## config.mk

```make
export PLATFORM = sky130hd
export DESIGN_NAME = case_insensitive_substring_search
export DESIGN_NICKNAME = d
export VERILOG_FILES = /design/src/hdl/csis_pkg.sv /design/src/hdl/case_insensitive_substring_search.sv /design/src/hdl/csis_cell.sv /design/src/hdl/csis_pattern.sv
export SDC_FILE = /design/constraint.sdc
export NUM_CORES = 1
export LEC_CHECK = 0
export BUFFER_PORTS_ARGS = -buffer_cell sky130_fd_sc_hd__buf_2
export CAP_MARGIN = 40
export CELL_PAD_IN_SITES_DETAIL_PLACEMENT = 0
export CELL_PAD_IN_SITES_GLOBAL_PLACEMENT = 1
export CORE_MARGIN = 8
export CORE_UTILIZATION = 48
export CTS_BUF_LIST = sky130_fd_sc_hd__clkbuf_16
export DETAILED_ROUTE_END_ITERATION = 8
export PLACE_DENSITY = 0.87
export REMOVE_ABC_BUFFERS = 1
export SKIP_LAST_GASP = 1
export SYNTH_ARGS = -nofsm -noshare
export SYNTH_HDL_FRONTEND = slang
export SYNTH_HIERARCHICAL = 1
export SYNTH_SLANG_ARGS = --single-unit
```

## constraint.sdc

```tcl
create_clock -name clk -period 6.9 [get_ports clk]
set_input_delay 1.38 -clock clk [delete_from_list [all_inputs] [get_ports clk]]
set_output_delay 1.38 -clock clk [all_outputs]
set_load 0.005 [all_outputs]
```

## src/hdl/csis_pkg.sv

```systemverilog
// ----------------------------------------------------------------------------
// csis_pkg: shared definitions for the case-insensitive substring search
// Character and field widths, configuration register indexes, case folding.
// ----------------------------------------------------------------------------
package csis_pkg;

    localparam int CHAR_W          = 8;
    localparam int PATTERN_W       = 64;
    localparam int PATTERN_LEN_W   = 4;
    localparam int START_W         = 16;
    localparam int CFG_INDEX_W     = 1;

    localparam int MAX_PATTERN_DEF = 8;
    localparam int COUNT_BITS_DEF  = 16;

    typedef logic [CHAR_W-1:0] char_t;

    typedef enum logic [CFG_INDEX_W-1:0] {
        CFG_PATTERN_BYTES  = 1'b0,
        CFG_PATTERN_LENGTH = 1'b1
    } cfg_reg_t;

    localparam char_t CHAR_UPPER_A = 8'h41;
    localparam char_t CHAR_UPPER_Z = 8'h5A;
    localparam char_t CASE_OFFSET  = 8'h20;

    // Fold ASCII A-Z to a-z, pass everything else
    function automatic char_t fold_case(input char_t c);
        char_t r;
        r = c;
        if (c >= CHAR_UPPER_A && c <= CHAR_UPPER_Z)
        begin
            r = c + CASE_OFFSET;
        end
        return r;
    endfunction

endpackage

```

## src/hdl/case_insensitive_substring_search.sv

```systemverilog
// Result: registered in the output register, or in the skid entry on stall.
// Throughput: one text item per cycle while in_ready is high; the window cells
// shift and compare in parallel, and a two-entry result buffer absorbs stalls.
// Reset: rst_n clears the pattern registers, the window, the byte count,
// the match record and the result buffer valid flags at once; no clearing pass.
// ----------------------------------------------------------------------------
// case_insensitive_substring_search: streaming pattern finder
// Slides text through a chain of window cells and records the first place
// where the configured pattern occurs, ignoring ASCII case.
// ----------------------------------------------------------------------------
module case_insensitive_substring_search
    import csis_pkg::*;
#(
    parameter int MAX_PATTERN = MAX_PATTERN_DEF,
    parameter int COUNT_BITS  = COUNT_BITS_DEF
)
(
    input  logic                   clk,
    input  logic                   rst_n,
    input  logic                   cfg_valid,
    output logic                   cfg_ready,
    input  logic [CFG_INDEX_W-1:0] cfg_index,
    input  logic [PATTERN_W-1:0]   cfg_data,
    input  logic                   in_valid,
    output logic                   in_ready,
    input  logic [CHAR_W-1:0]      text_byte,
    input  logic                   last_byte,
    output logic                   out_valid,
    input  logic                   out_ready,
    output logic                   found,
    output logic [START_W-1:0]     match_start,
    output logic                   count_saturated
);

    localparam int LEN_W = $clog2(MAX_PATTERN + 1);
    localparam int IDX_W = (COUNT_BITS > START_W) ? COUNT_BITS : START_W;

    logic [LEN_W-1:0]       pattern_len;
    char_t                  expected   [MAX_PATTERN];
    logic [MAX_PATTERN-1:0] compare_en;
    char_t                  window     [MAX_PATTERN];
    logic [MAX_PATTERN-1:0] hit_ok;

    logic                   accept;
    logic                   active;
    logic                   text_done;
    logic                   at_max;
    logic                   long_enough;
    logic                   hit_now;
    logic [IDX_W-1:0]       start_calc;
    logic                   res_found;
    logic [START_W-1:0]     res_start;
    logic                   res_sat;

    logic [COUNT_BITS-1:0]  byte_count_reg,  byte_count_next;
    logic                   match_seen_reg,  match_seen_next;
    logic [START_W-1:0]     match_index_reg, match_index_next;
    logic                   ended_reg,       ended_next;
    logic                   overflow_reg,    overflow_next;

    logic                   out_valid_reg,   out_valid_next;
    logic                   found_reg,       found_next;
    logic [START_W-1:0]     start_reg,       start_next;
    logic                   sat_reg,         sat_next;
    logic                   skid_valid_reg,  skid_valid_next;
    logic                   skid_found_reg,  skid_found_next;
    logic [START_W-1:0]     skid_start_reg,  skid_start_next;
    logic                   skid_sat_reg,    skid_sat_next;

    assign cfg_ready = 1'b1;

    csis_pattern #(
        .MAX_PATTERN (MAX_PATTERN)
    ) u_pattern (
        .clk         (clk),
        .rst_n       (rst_n),
        .cfg_valid   (cfg_valid),
        .cfg_index   (cfg_index),
        .cfg_data    (cfg_data),
        .pattern_len (pattern_len),
        .expected    (expected),
        .compare_en  (compare_en)
    );

    // Handshake and per-item control
    assign in_ready  = !skid_valid_reg;
    assign accept    = in_valid && in_ready;
    assign active    = accept && !ended_reg && (text_byte != '0);
    assign text_done = accept && last_byte;
    assign at_max    = (byte_count_reg == {COUNT_BITS{1'b1}});

    // Window chain: cell 0 takes the folded text character
    for (genvar j = 0; j < MAX_PATTERN; j++)
    begin : g_cell
        char_t cell_in;
        if (j == 0)
        begin : g_head
            assign cell_in = fold_case(text_byte);
        end
        else
        begin : g_body
            assign cell_in = window[j-1];
        end
        csis_cell u_cell (
            .clk        (clk),
            .rst_n      (rst_n),
            .shift_en   (active),
            .clear      (text_done),
            .byte_in    (cell_in),
            .expected   (expected[j]),
            .compare_en (compare_en[j]),
            .byte_out   (window[j]),
            .hit_ok     (hit_ok[j])
        );
    end

    // Detect the first match and its start index
    assign long_enough = ({1'b0, byte_count_reg} + 1'b1) >= (COUNT_BITS + 1)'(pattern_len);
    assign hit_now     = active && !match_seen_reg && (pattern_len != '0)
                         && long_enough && (&hit_ok);
    assign start_calc  = IDX_W'(byte_count_reg) + IDX_W'(1) - IDX_W'(pattern_len);

    // Advance the per-text state, drop it after the last item
    always_comb
    begin
        byte_count_next  = byte_count_reg;
        match_seen_next  = match_seen_reg;
        match_index_next = match_index_reg;
        ended_next       = ended_reg;
        overflow_next    = overflow_reg;
        if (accept && !ended_reg && (text_byte == '0))
        begin
            ended_next = 1'b1;
        end
        if (active)
        begin
            if (at_max)
            begin
                overflow_next = 1'b1;
            end
            else
            begin
                byte_count_next = byte_count_reg + 1'b1;
            end
        end
        if (hit_now)
        begin
            match_seen_next  = 1'b1;
            match_index_next = start_calc[START_W-1:0];
        end
        if (text_done)
        begin
            byte_count_next  = '0;
            match_seen_next  = 1'b0;
            match_index_next = '0;
            ended_next       = 1'b0;
            overflow_next    = 1'b0;
        end
    end

    always_ff @(posedge clk or negedge rst_n)
    begin
        if (!rst_n)
        begin
            byte_count_reg  <= '0;
            match_seen_reg  <= 1'b0;
            match_index_reg <= '0;
            ended_reg       <= 1'b0;
            overflow_reg    <= 1'b0;
        end
        else
        begin
            byte_count_reg  <= byte_count_next;
            match_seen_reg  <= match_seen_next;
            match_index_reg <= match_index_next;
            ended_reg       <= ended_next;
            overflow_reg    <= overflow_next;
        end
    end

    // Result of the current item, as seen after its update
    assign res_found = match_seen_reg || hit_now;
    assign res_sat   = overflow_reg || (active && at_max);
    always_comb
    begin
        res_start = '0;
        if (match_seen_reg)
        begin
            res_start = match_index_reg;
        end
        else if (hit_now)
        begin
            res_start = start_calc[START_W-1:0];
        end
    end

    // Output register with a skid entry behind it
    always_comb
    begin
        out_valid_next  = out_valid_reg;
        found_next      = found_reg;
        start_next      = start_reg;
        sat_next        = sat_reg;
        skid_valid_next = skid_valid_reg;
        skid_found_next = skid_found_reg;
        skid_start_next = skid_start_reg;
        skid_sat_next   = skid_sat_reg;
        if (out_valid_reg && out_ready)
        begin
            out_valid_next = 1'b0;
            if (skid_valid_reg)
            begin
                out_valid_next  = 1'b1;
                found_next      = skid_found_reg;
                start_next      = skid_start_reg;
                sat_next        = skid_sat_reg;
                skid_valid_next = 1'b0;
            end
        end
        if (text_done)
        begin
            if (out_valid_reg && !out_ready)
            begin
                skid_valid_next = 1'b1;
                skid_found_next = res_found;
                skid_start_next = res_start;
                skid_sat_next   = res_sat;
            end
            else
            begin
                out_valid_next = 1'b1;
                found_next     = res_found;
                start_next     = res_start;
                sat_next       = res_sat;
            end
        end
    end

    always_ff @(posedge clk or negedge rst_n)
    begin
        if (!rst_n)
        begin
            out_valid_reg  <= 1'b0;
            skid_valid_reg <= 1'b0;
        end
        else
        begin
            out_valid_reg  <= out_valid_next;
            skid_valid_reg <= skid_valid_next;
        end
    end

    // Hold the result payload
    always_ff @(posedge clk)
    begin
        found_reg      <= found_next;
        start_reg      <= start_next;
        sat_reg        <= sat_next;
        skid_found_reg <= skid_found_next;
        skid_start_reg <= skid_start_next;
        skid_sat_reg   <= skid_sat_next;
    end

    assign out_valid       = out_valid_reg;
    assign found           = found_reg;
    assign match_start     = start_reg;
    assign count_saturated = sat_reg;

endmodule

```

## src/hdl/csis_cell.sv

```systemverilog
// ----------------------------------------------------------------------------
// csis_cell: one window position of the search chain
// Holds one folded text character, passes it on to the next cell as the
// window shifts, and compares the incoming character with its pattern slot.
// ----------------------------------------------------------------------------
module csis_cell
    import csis_pkg::*;
(
    input  logic  clk,
    input  logic  rst_n,
    input  logic  shift_en,
    input  logic  clear,
    input  char_t byte_in,
    input  char_t expected,
    input  logic  compare_en,
    output char_t byte_out,
    output logic  hit_ok
);

    char_t byte_reg;
    char_t byte_next;

    // Shift in from the left neighbor, drop the window at end of text
    always_comb
    begin
        byte_next = byte_reg;
        if (clear)
        begin
            byte_next = '0;
        end
        else if (shift_en)
        begin
            byte_next = byte_in;
        end
    end

    always_ff @(posedge clk or negedge rst_n)
    begin
        if (!rst_n)
        begin
            byte_reg <= '0;
        end
        else
        begin
            byte_reg <= byte_next;
        end
    end

    // Compare the character this cell is about to hold
    assign hit_ok   = !compare_en || (byte_in == expected);
    assign byte_out = byte_reg;

endmodule

```

## src/hdl/csis_pattern.sv

```systemverilog
// ----------------------------------------------------------------------------
// csis_pattern: pattern registers and per-cell compare setup
// Takes configuration writes, works out the effective pattern length and
// hands each window cell its folded expected character and enable.
// ----------------------------------------------------------------------------
module csis_pattern
    import csis_pkg::*;
#(
    parameter int MAX_PATTERN = MAX_PATTERN_DEF,
    localparam int LEN_W      = $clog2(MAX_PATTERN + 1)
)
(
    input  logic                   clk,
    input  logic                   rst_n,
    input  logic                   cfg_valid,
    input  logic [CFG_INDEX_W-1:0] cfg_index,
    input  logic [PATTERN_W-1:0]   cfg_data,
    output logic [LEN_W-1:0]       pattern_len,
    output char_t                  expected [MAX_PATTERN],
    output logic [MAX_PATTERN-1:0] compare_en
);

    logic [PATTERN_W-1:0]     pattern_bytes_reg;
    logic [PATTERN_W-1:0]     pattern_bytes_next;
    logic [PATTERN_LEN_W-1:0] pattern_length_reg;
    logic [PATTERN_LEN_W-1:0] pattern_length_next;

    // Take register writes
    always_comb
    begin
        pattern_bytes_next  = pattern_bytes_reg;
        pattern_length_next = pattern_length_reg;
        if (cfg_valid)
        begin
            case (cfg_reg_t'(cfg_index))
                CFG_PATTERN_BYTES:  pattern_bytes_next  = cfg_data;
                CFG_PATTERN_LENGTH: pattern_length_next = cfg_data[PATTERN_LEN_W-1:0];
                default: ;
            endcase
        end
    end

    always_ff @(posedge clk or negedge rst_n)
    begin
        if (!rst_n)
        begin
            pattern_bytes_reg  <= '0;
            pattern_length_reg <= '0;
        end
        else
        begin
            pattern_bytes_reg  <= pattern_bytes_next;
            pattern_length_reg <= pattern_length_next;
        end
    end

    // Clamp the length, then cut the pattern at its first zero character
    always_comb
    begin
        logic [LEN_W-1:0] lim;
        if (pattern_length_reg > PATTERN_LEN_W'(MAX_PATTERN))
        begin
            lim = LEN_W'(MAX_PATTERN);
        end
        else
        begin
            lim = LEN_W'(pattern_length_reg);
        end
        pattern_len = lim;
        for (int i = MAX_PATTERN - 1; i >= 0; i--)
        begin
            if (LEN_W'(i) < lim && pattern_bytes_reg[CHAR_W*i +: CHAR_W] == '0)
            begin
                pattern_len = LEN_W'(i);
            end
        end
    end

    // Cell j holds the character j positions back; it must equal
    // pattern character len-1-j
    always_comb
    begin
        for (int j = 0; j < MAX_PATTERN; j++)
        begin
            expected[j]   = '0;
            compare_en[j] = (LEN_W'(j) < pattern_len);
            for (int k = 0; k < MAX_PATTERN; k++)
            begin
                if ((k + j + 1) == int'(pattern_len))
                begin
                    expected[j] = fold_case(pattern_bytes_reg[CHAR_W*k +: CHAR_W]);
                end
            end
        end
    end

endmodule
```

* After elaboration in Yosys (flattened, before gate mapping)
Index checks and enable logic that the tools add are counted.
** Cells by class
- Add/sub/neg operators :: 12
- $lt $le $gt $ge :: 36
- Equal/unequal tests :: 25
- Multiplexer cells :: 129
- Bitwise operators :: 1
- Reduce and logical (&&, ||, !) cells :: 72
** Operator list (number)
- $mux 8 :: 87
- $mux 16 :: 11
- $add 8x6->8 const B :: 9
- $ge 8x7->1 const B :: 9
- $le 8x7->1 const B :: 9
- $logic_not 8->1 :: 9
- $eq 8x8->1 :: 8
- $mux 4 :: 9
- $eq 4x4->1 const A :: 8
- $lt 3x4->1 const A :: 8
- $logic_and 1x1->1 :: 29
- $mux 1 :: 22
- $add 16x1->17 const B :: 1
- $ge 17x4->1 :: 1
- $add 16x1->16 const B :: 1
- $eq 16x16->1 const B :: 1
- $eq 3x4->1 const A :: 4
- $lt 1x4->1 const A :: 4
- $lt 2x4->1 const A :: 4
- $sub 16x4->16 :: 1
- $logic_not 1->1 :: 12
- $logic_or 1x1->1 :: 10
- $reduce_and 2->1 :: 5
- $eq 2x4->1 const A :: 2
- other kinds (8) :: 11
** Storage, ports and cells
- Register bits :: 197
- Input bits :: 79
- Output and inout port bits :: 21
- Word-level logic and storage cells :: 297

* Longest topological paths before layout
Gate-level depths: netlist of run 1.
- Depth in word-level cells :: 29
- Gate-level depth with buffers :: 22
- Depth with buffers taken out :: 16

* Modules after synthesis
The synthesis of run 1 kept the hierarchy.
** Modules (own cells, without submodules)
- csis_pattern :: instances 1, cells an instance 639, area each 5660.4 µm², sequential area each 1701.6 µm²
- case_insensitive_substring_search :: instances 1, cells an instance 475, area each 4304.1 µm², sequential area each 1826.8 µm²
- csis_cell :: instances 8, cells an instance 37, area each 412.9 µm², sequential area each 200.2 µm²

* Worst setup path after synthesis of run 1
Ideal clock, no wire load.
- Path kind :: reg-to-reg
- From :: reg u_pattern.pattern_length_reg[2]
- To :: reg skid_start_reg[8] (data pin)
- Library setup time :: 0.258 ns
- Data arrival time :: 4.520 ns
- Data required time :: 6.642 ns
- Slack :: 2.122 ns
- Stages on the path, launching flop included :: 22
- Path buffers :: 7
- Clock period less this slack :: 4.778 ns
- Cell sequence :: dfrtp_1 clkbuf_1 or2_2 and4b_1 or4_1 buf_2 or4_1 inv_2 buf_4 buf_4 buf_4 inv_1 ha_1 o21a_1 o31ai_1 o2111ai_2 or3_1 buf_6 o311a_4 buf_6 nand3_1 nand2_1
** Between the ends
- Elaborated cells between the ends (all ways) :: 146
- Those cells by class :: 1 x add/sub; 18 x order compare; 23 x eq/ne; 75 x mux; 29 x reduce/logical
** RTL lines
- start: declaration :: RTL line csis_pattern.sv:25 : logic [PATTERN_LEN_W-1:0] pattern_length_reg;
- start signal: assignment :: RTL line csis_pattern.sv:53 : pattern_length_reg <= pattern_length_next;
- $gt 4x4->1 :: RTL line csis_pattern.sv:61 : if (pattern_length_reg > PATTERN_LEN_W'(MAX_PATTERN))
- $mux 4 * :: RTL line csis_pattern.sv:61
- $lt 3x4->1 :: RTL line csis_pattern.sv:72 : if (LEN_W'(i) < lim && pattern_bytes_reg[CHAR_W*i +: CHAR_W] == '0)
- $logic_and 1x1->1 :: RTL line csis_pattern.sv:72
- $mux 4 (7 in series) :: RTL line csis_pattern.sv:72
- $mux 4 * :: RTL line csis_pattern.sv:72
- $lt 3x4->1 * :: RTL line csis_pattern.sv:86 : compare_en[j] = (LEN_W'(j) < pattern_len);
- net compare_en[7] :: RTL line case_insensitive_substring_search.sv:40 : logic [MAX_PATTERN-1:0] compare_en;
- $logic_not 1->1 * :: RTL line csis_cell.sv:50 : assign hit_ok = !compare_en || (byte_in == expected);
- $logic_or 1x1->1 * :: RTL line csis_cell.sv:50
- $reduce_and 8->1 * :: RTL line case_insensitive_substring_search.sv:120 : && long_enough && (&hit_ok);
- $logic_and 1x1->1 * :: RTL line case_insensitive_substring_search.sv:120
- $mux 16 * :: RTL line case_insensitive_substring_search.sv:191 : else if (hit_now)
- $mux 16 * :: RTL line case_insensitive_substring_search.sv:187 : if (match_seen_reg)
- net res_start[8] :: RTL line case_insensitive_substring_search.sv:52 : logic [START_W-1:0] res_start;
- end signal: assignment :: RTL line case_insensitive_substring_search.sv:260 : skid_start_reg <= skid_start_next;
- end: declaration :: RTL line case_insensitive_substring_search.sv:67 : logic [START_W-1:0] skid_start_reg, skid_start_next;
Mark *: on every way through the listed nets, which the timed path passes. The rest lies on a longest branch.
A chain may end at the register's enable or synchronous reset.

==> metrics.log, run 1 <==
INFO  metric area_delta_synth_final = 10.3%
INFO  metric initial_core_util = 0.484
INFO  metric hpwlAfterDp = 28500 um
INFO  metric layout.cells.most_common_list = dfrtp_1 (161), nand2_1 (149), nor2_1 (136), buf_2 (98), xnor2_1 (93)
INFO  metric number_of_vias_in_the_routed_layout = 11096
INFO  metric grt_overflow = 0
INFO  metric grt_util_all_layers = 0.239
INFO  metric fp.dieH = 180 um
INFO  metric detailedRoute.firstIterationViolations = 1333
INFO  metric synth-warning-count = 6
INFO  metric power.sequential.fraction = 0.382
INFO  metric cts_root_buffer = clkbuf_16
INFO  metric n_antenna_cell = 0
INFO  metric layout.nets = 1524
INFO  metric setup_bufs_post_cts = 0
INFO  metric die_outline_area = 32500 um^2
INFO  metric hold-worst-slack = 0.492 ns
INFO  metric antenna_found_initial = 0
INFO  metric worstPathMaxFanout = 24
INFO  metric grt_first_pass_wirelength = 62200 um
INFO  metric cts_made_buffers = 17
INFO  metric detail_route.first_pass.iterations = 7
INFO  metric number_of_flip_flops_under_the_largest_register_name = 64
INFO  metric fmaxAchievable = 0.175 GHz
INFO  metric clock_latency = 0.45 ns
INFO  metric switching_power_share_of_the_total = 0.408
INFO  metric fp.coreArea = 26700 um^2
INFO  metric cp_class = register to register
INFO  metric ctsHtreeMaxLevel = 4
INFO  metric p_sw = 1840 uW
INFO  metric period_share = 0.831
INFO  metric grt_start_max_net_pins = 67
INFO  metric grt_setup_unrepaired = false
INFO  metric via_count_of_the_first_global_routing_pass = 10684
INFO  metric worst_pin_slew = 0.837 ns
INFO  metric layout-drive-gt1-share = 0.209
INFO  metric cts_tree = built
INFO  metric num_io_pins = 100
INFO  metric place_congestion = 0.982
INFO  metric clk_path_buf_depth = 2
INFO  metric power.share.combinational = 0.378
INFO  metric post_drt_via_cell_ratio = 6.22
INFO  metric status = finished, final reports clean
INFO  metric post_synth_instance_area = 12900 um^2
INFO  metric final-setup-viol-count = 0
INFO  metric final_core_util = 0.534
INFO  metric timing.final.max_slew_violations = 0
INFO  metric report.final.hold_viol_count = 0
INFO  metric die_width = 180 um
INFO  metric layout_commonest_cell = dfrtp_1
INFO  metric drt-wirelength-per-cell = 22.2 um
INFO  metric timing.critical_path.arrival = 6.10 ns
INFO  metric holdBufCountCts = 0
INFO  metric required_time_at_the_endpoint_of_the_critical_path = 7.27 ns
INFO  metric post_cts_resize_count = 0
INFO  metric power.internal = 2670 uW
INFO  metric worst_setup_path_end_kind = register
INFO  metric avgSynthCellArea = 9.35 um^2
INFO  metric portBuffers = 98
INFO  metric final.setup.tns = 0 ns
INFO  metric routed_wirelength = 39600 um
INFO  metric rows = 60
INFO  metric post_cts_clock_slew_at_the_launch_and_capture_registers_of_the_worst_setup_and_hold_paths = 0.10 ns
INFO  metric setup.worst_path.start_class = register
INFO  metric p_clk_frac = 0.240
INFO  metric ir_worst_vdd = 0.000184 V
INFO  metric final_period_minus_worst_setup_slack = 5.73 ns
INFO  metric max-slew-margin-rel = 0.442
INFO  metric syn-instance-count = 1384
INFO  metric leakage = 0.00602 uW
INFO  metric power_per_cell_area = 316 nW/um^2
INFO  metric skew = 0.0170 ns
INFO  metric hold_class = register to register
INFO  metric max_cap_violations = 0
INFO  metric remaining_drc_errors = 0
INFO  metric final_antenna_net_count = 0
INFO  metric cts_num_sinks = 197
==> path summary, 6_finish.rpt <==
kind,startpoint,slack [ns],cells after the start,end
worst max-delay path,u_pattern/pattern_bytes_reg[1]$_DFFE_PN0P_,1.17,17,match_start[13]$_DFF_P_
worst min-delay path,count_saturated$_DFF_P_,0.49,2,count_saturated$_DFF_P_
worst max register to register,u_pattern/pattern_bytes_reg[1]$_DFFE_PN0P_,1.17,17,match_start[13]$_DFF_P_
worst min register to register,count_saturated$_DFF_P_,0.49,2,count_saturated$_DFF_P_
max in group asynchronous,rst_n,5.04,3,g_cell[5].u_cell/byte_out[6]$_DFFE_PN0P_
min in group asynchronous,rst_n,0.89,1,u_pattern/pattern_bytes_reg[62]$_DFFE_PN0P_
==> per-layer routing <==
metal / track usage / routed length [um] / part of all wire
met1: 0.338 / 18200 / 0.46
met2: 0.353 / 17200 / 0.43
met3: 0.0593 / 3200 / 0.081
met4: 0.0728 / 1040 / 0.026
met5: 0 / 0 / 0
==> power by group through the flow <==
stage | Combinational, uW | Clock [uW] | Sequential [uW]
floorplan | 1210 | 0 | 1630
global placement | 1640 | 0 | 1730
detailed placement | 1670 | 0 | 1740
CTS | 1680 | 1100 | 1720
global route | 1850 | 1140 | 1750
finish | 1700 | 1080 | 1720
==> critical path, stage by stage (launching register included) <==
cell,delay [ns]
dfrtp_1,0.50
or4_1,0.61
a2111oi_2,0.63
a21oi_1,0.10
a21bo_1,0.64
inv_2,0.43
nand3_1,0.20
o2111ai_1,0.16
a221o_1,0.40
xnor2_1,0.20
nand4_1,0.21
o21ai_1,0.19
nand4b_1,0.11
nor4_1,0.33
buf_4,0.20
o311a_4,0.33
o311ai_1,0.20
a22oi_1,0.19
==> metrics by stage <==
step | power (uW) | instance area, um^2 | std cells | worst slack (ns)
2_1_floorplan | 2830 | 12400 | 1279 | -1.94
3_3_place_gp | 3360 | 13500 | 1746 | 1.45
3_5_place_dp | 3410 | 13600 | 1752 | 1.40
4_1_cts | 4500 | 14300 | 1784 | 1.34
5_1_grt | 4750 | 14300 | 1784 | 0.823
6_report | 4510 | 14300 | 1784 | 1.17
==> cell type report <==
| type | instances | area, um^2 |
|---|---|---|
| Clock inverter | 15 | 220 |
| Clock buffer | 17 | 425 |
| Multi-Input combinational cell | 1052 | 7350 |
| Sequential cell | 197 | 4930 |
| Timing Repair Buffer | 132 | 806 |
| Inverter | 30 | 113 |
| Tap cell | 341 | 427 |
| Fill cell | 2419 | 12500 |
Note: power is estimated with default switching activity, not from simulation.
==> run 2, diff against run 1 <==
==> constraint.sdc (replaced) <==
create_clock -name clk -period 5.71 [get_ports clk]
set_input_delay 1.142 -clock clk [delete_from_list [all_inputs] [get_ports clk]]
set_output_delay 1.142 -clock clk [all_outputs]
set_load 0.005 [all_outputs]
==> run 2 against run 1 <==
Net effect: utilization is 0.79 points higher; clock skew grew 0.0021 ns; global-route usage up 1.2 points; non-clock buffer count grew 22; sequential cell count stayed put; critical path type unchanged; highest routed layer unchanged.
==> metrics.log, run 2 (synthesis results as in run 1) <==
INFO  metric crit-reg2reg-launch = u_pattern/pattern_bytes_reg[12]$_DFFE_PN0P_
INFO  metric family_with_the_most_delay_on_the_worst_path = simple AND/OR/NAND/NOR gates
INFO  metric fp.coreArea = 26700 um^2 (unchanged)
INFO  metric cts_num_sinks = 197 (unchanged)
INFO  metric fp.dieH = 180 um (unchanged)
INFO  metric setup_ws = 0.284 ns (-0.886 ns)
INFO  metric status = finished, final reports clean
INFO  metric stdcell_area = 14500 um^2 (+1.5%)
INFO  metric power_per_cell_area = 382 nW/um^2 (+21%)
INFO  metric leakage = 0.00614 uW (+2.0%)
INFO  metric finalNonFillerCells = 1808 (+1.3%)
INFO  metric layout.nets = 1546 (+1.4%)
INFO  metric worstHoldStart = count_saturated$_DFF_P_
INFO  metric remaining_drc_errors = 0 (unchanged)
INFO  metric worst_setup_path_end_kind = register
INFO  metric cts_made_buffers = 17 (unchanged)
INFO  metric place_congestion = 0.993 (+1.2%)
INFO  metric hold-worst-slack = 0.484 ns (-0.00816 ns)
INFO  metric timing.final.max_slew_violations = 0 (unchanged)
INFO  metric grt_overflow = 0 (unchanged)
INFO  metric buffers_inverters_on_critical_path = 2 (unchanged)
INFO  metric cts_root_buffer = clkbuf_16
INFO  metric clock_latency = 0.45 ns (about the same)
INFO  metric layout_commonest_cell = dfrtp_1
INFO  metric rows = 60 (unchanged)
INFO  metric post_drt_via_cell_ratio = 6.24 (+0.31%)
INFO  metric via_count_of_the_first_global_routing_pass = 10989 (+2.9%)
INFO  metric final-setup-viol-count = 0 (unchanged)
INFO  metric worst_pin_slew = 0.961 ns (+0.123 ns)
INFO  metric setup_bufs_post_cts = 0 (unchanged)
INFO  metric clk_path_buf_depth = 2 (unchanged)
INFO  metric detailedRoute.firstIterationViolations = 1446 (+8.5%)
INFO  metric period_share = 0.950 (+0.120)
INFO  metric worstPathMaxFanout = 24 (unchanged)
INFO  metric numPlacedInstances = 1774 (+1.3%)
INFO  metric grt_util_all_layers = 0.251 (+0.0120)
INFO  metric post_cts_clock_slew_at_the_launch_and_capture_registers_of_the_worst_setup_and_hold_paths = 0.10 ns (about the same)
INFO  metric final_period_minus_worst_setup_slack = 5.43 ns (-0.304 ns)
INFO  metric ctsHtreeMaxLevel = 4 (unchanged)
INFO  metric routed_wirelength = 41100 um (+3.9%)
INFO  metric timing.reg2reg.setup_slack = 0.28 ns (-0.89 ns)
INFO  metric whs_endpoint = count_saturated$_DFF_P_
INFO  metric required_time_at_the_endpoint_of_the_critical_path = 6.08 ns (-1.19 ns)
INFO  metric min_delay_path_depth = 2 (unchanged)
INFO  metric grt_first_pass_wirelength = 64600 um (+3.8%)
INFO  metric grt_start_max_net_pins = 90 (+34%)
INFO  metric fmaxAchievable = 0.184 GHz (+5.6%)
INFO  metric ir_worst_vdd = 0.000204 V (+10%)
INFO  metric timing.critical_path.arrival = 5.80 ns (-0.30 ns)
INFO  metric cts_tree = built
INFO  metric max_cap_violations = 0 (unchanged)
INFO  metric drt-wirelength-per-cell = 22.8 um (+2.6%)
INFO  metric reg2regPathDepth = 17 (unchanged)
INFO  metric report.final.hold_viol_count = 0 (unchanged)
INFO  metric layout.cells.most_common_list = dfrtp_1 (161), nand2_1 (149), nor2_1 (136), buf_2 (97), xnor2_1 (93)
INFO  metric final_antenna_net_count = 0 (unchanged)
INFO  metric worst_stage_delay_on_the_critical_path = 0.63 ns (about the same)
INFO  metric wl_met1 = 18300 um (+1.0%)
INFO  metric initial_core_util = 0.484 (unchanged)
INFO  metric fillerInstances = 2502 (+3.4%)
INFO  metric hpwlAfterDp = 29900 um (+4.8%)
INFO  metric detail_route.first_pass.iterations = 7 (unchanged)
INFO  metric die_width = 180 um (unchanged)
INFO  metric detailedPlace.worstSlack = 0.288 ns (-1.11 ns)
INFO  metric met3_length = 3660 um (+14%)
INFO  metric worstPathCellList = nor4_1, or4bb_1, o211a_4, a21bo_1, inv_4, mux2_2, a222oi_1, nand2_1, xnor2_1, nand4_1, o21ai_1, nand2_1, nor4_1, buf_4, o311a_4, o311ai_1, a22oi_1
INFO  metric crit_path_top_delay_cell = or4bb_1
INFO  metric layout-drive-gt1-share = 0.221 (+0.0119)
INFO  metric setup.worst_path.start_class = register
INFO  metric area_delta_synth_final = 11.9%
INFO  metric num_io_pins = 100 (unchanged)
INFO  metric placed_area = 13800 um^2 (+1.4%)
INFO  metric worstReg2RegEnd = match_start[13]$_DFF_P_
INFO  metric top_layer_used = met4
INFO  metric cp_class = register to register
INFO  metric max-slew-margin-rel = 0.354 (-0.0882)
INFO  metric hold_class = register to register
INFO  metric antenna_found_initial = 2 (+2)
INFO  metric portBuffers = 98 (unchanged)
INFO  metric die_outline_area = 32500 um^2 (unchanged)
INFO  metric skew = 0.0191 ns (+0.00209 ns)
INFO  metric dr_wl_met2 = 18000 um (+5.0%)
INFO  metric number_of_vias_in_the_routed_layout = 11280 (+1.7%)
INFO  metric total_power = 5540 uW (+23%)
INFO  metric grt_setup_unrepaired = false
INFO  metric number_of_flip_flops_under_the_largest_register_name = 64 (unchanged)
==> run 2: cell type report <==
| cell class | count | area (um^2) | area share |
|---|---|---|---|
| well taps | 341 | 427 | 0.0295 |
| clock inverters | 15 | 234 | 0.0162 |
| clock buffers | 17 | 425 | 0.0294 |
| flip-flops and latches | 197 | 4930 | 0.340 |
| repair buffers | 154 | 995 | 0.0687 |
| diodes | 2 | 5.00 | 0.000346 |
| inverters | 30 | 115 | 0.00795 |
| multi-input cells | 1052 | 7350 | 0.508 |
==> run 2: repair_timing <==
action                                  in CTS  in global routing
gates resized for setup                      0                  2
endpoints found under the setup margin       0                 26
hold buffers                                 0                  0
==> run 2: how the worst max path moves through the flow <==
| stage | start | end | cells past startpoint |
|---|---|---|---|
| finish | u_pattern/pattern_bytes_reg[12]$_DFFE_PN0P_ | match_start[13]$_DFF_P_ | 17 |
| global route | u_pattern/pattern_bytes_reg[12]$_DFFE_PN0P_ | match_start[13]$_DFF_P_ | 17 |
| CTS | u_pattern/pattern_bytes_reg[12]$_DFFE_PN0P_ | match_start[13]$_DFF_P_ | 17 |
| global placement | u_pattern/pattern_bytes_reg[12]$_DFFE_PN0P_ | match_start[13]$_DFF_P_ | 17 |
| detailed placement | u_pattern/pattern_bytes_reg[13]$_DFFE_PN0P_ | match_start[13]$_DFF_P_ | 17 |
| floorplan | in_valid | byte_count_reg[6]$_DFFE_PN0P_ | 7 |
==> run 2: metal layers <==
| layer | vias up | global-route usage |
|---|---|---|
| met2 | 533 | 0.365 |
| met5 | - | 0 |
| li1 | 5149 | - |
| met1 | 5519 | 0.360 |
| met4 | 0 | 0.0913 |
| met3 | 79 | 0.0536 |
==> run 2: report_power, final <==
group | switching [uW] | total, uW | internal (uW)
combinational | 1230 | 2170 | 946
sequential | 339 | 2030 | 1690
clock | 701 | 1330 | 630
total | 2270 | 5540 | 3270
==> run 2: worst register-to-register path, stage by stage (launching register included) <==
cell and delay (ns):
dfrtp_1 0.46, nor4_1 0.56, or4bb_1 0.63, o211a_4 0.20, a21bo_1 0.39, inv_4 0.38, mux2_2 0.38, a222oi_1 0.39
nand2_1 0.14, xnor2_1 0.16, nand4_1 0.14, o21ai_1 0.16, nand2_1 0.07, nor4_1 0.36, buf_4 0.21, o311a_4 0.32
o311ai_1 0.20, a22oi_1 0.19
==> run 2: stage by stage <==
step	utilization	setup TNS, ns
final	0.542	0
after detailed placement	0.517	0
after floorplan	-	-184.95
after global routing	0.542	0
after global placement	0.514	0
after CTS	0.542	0
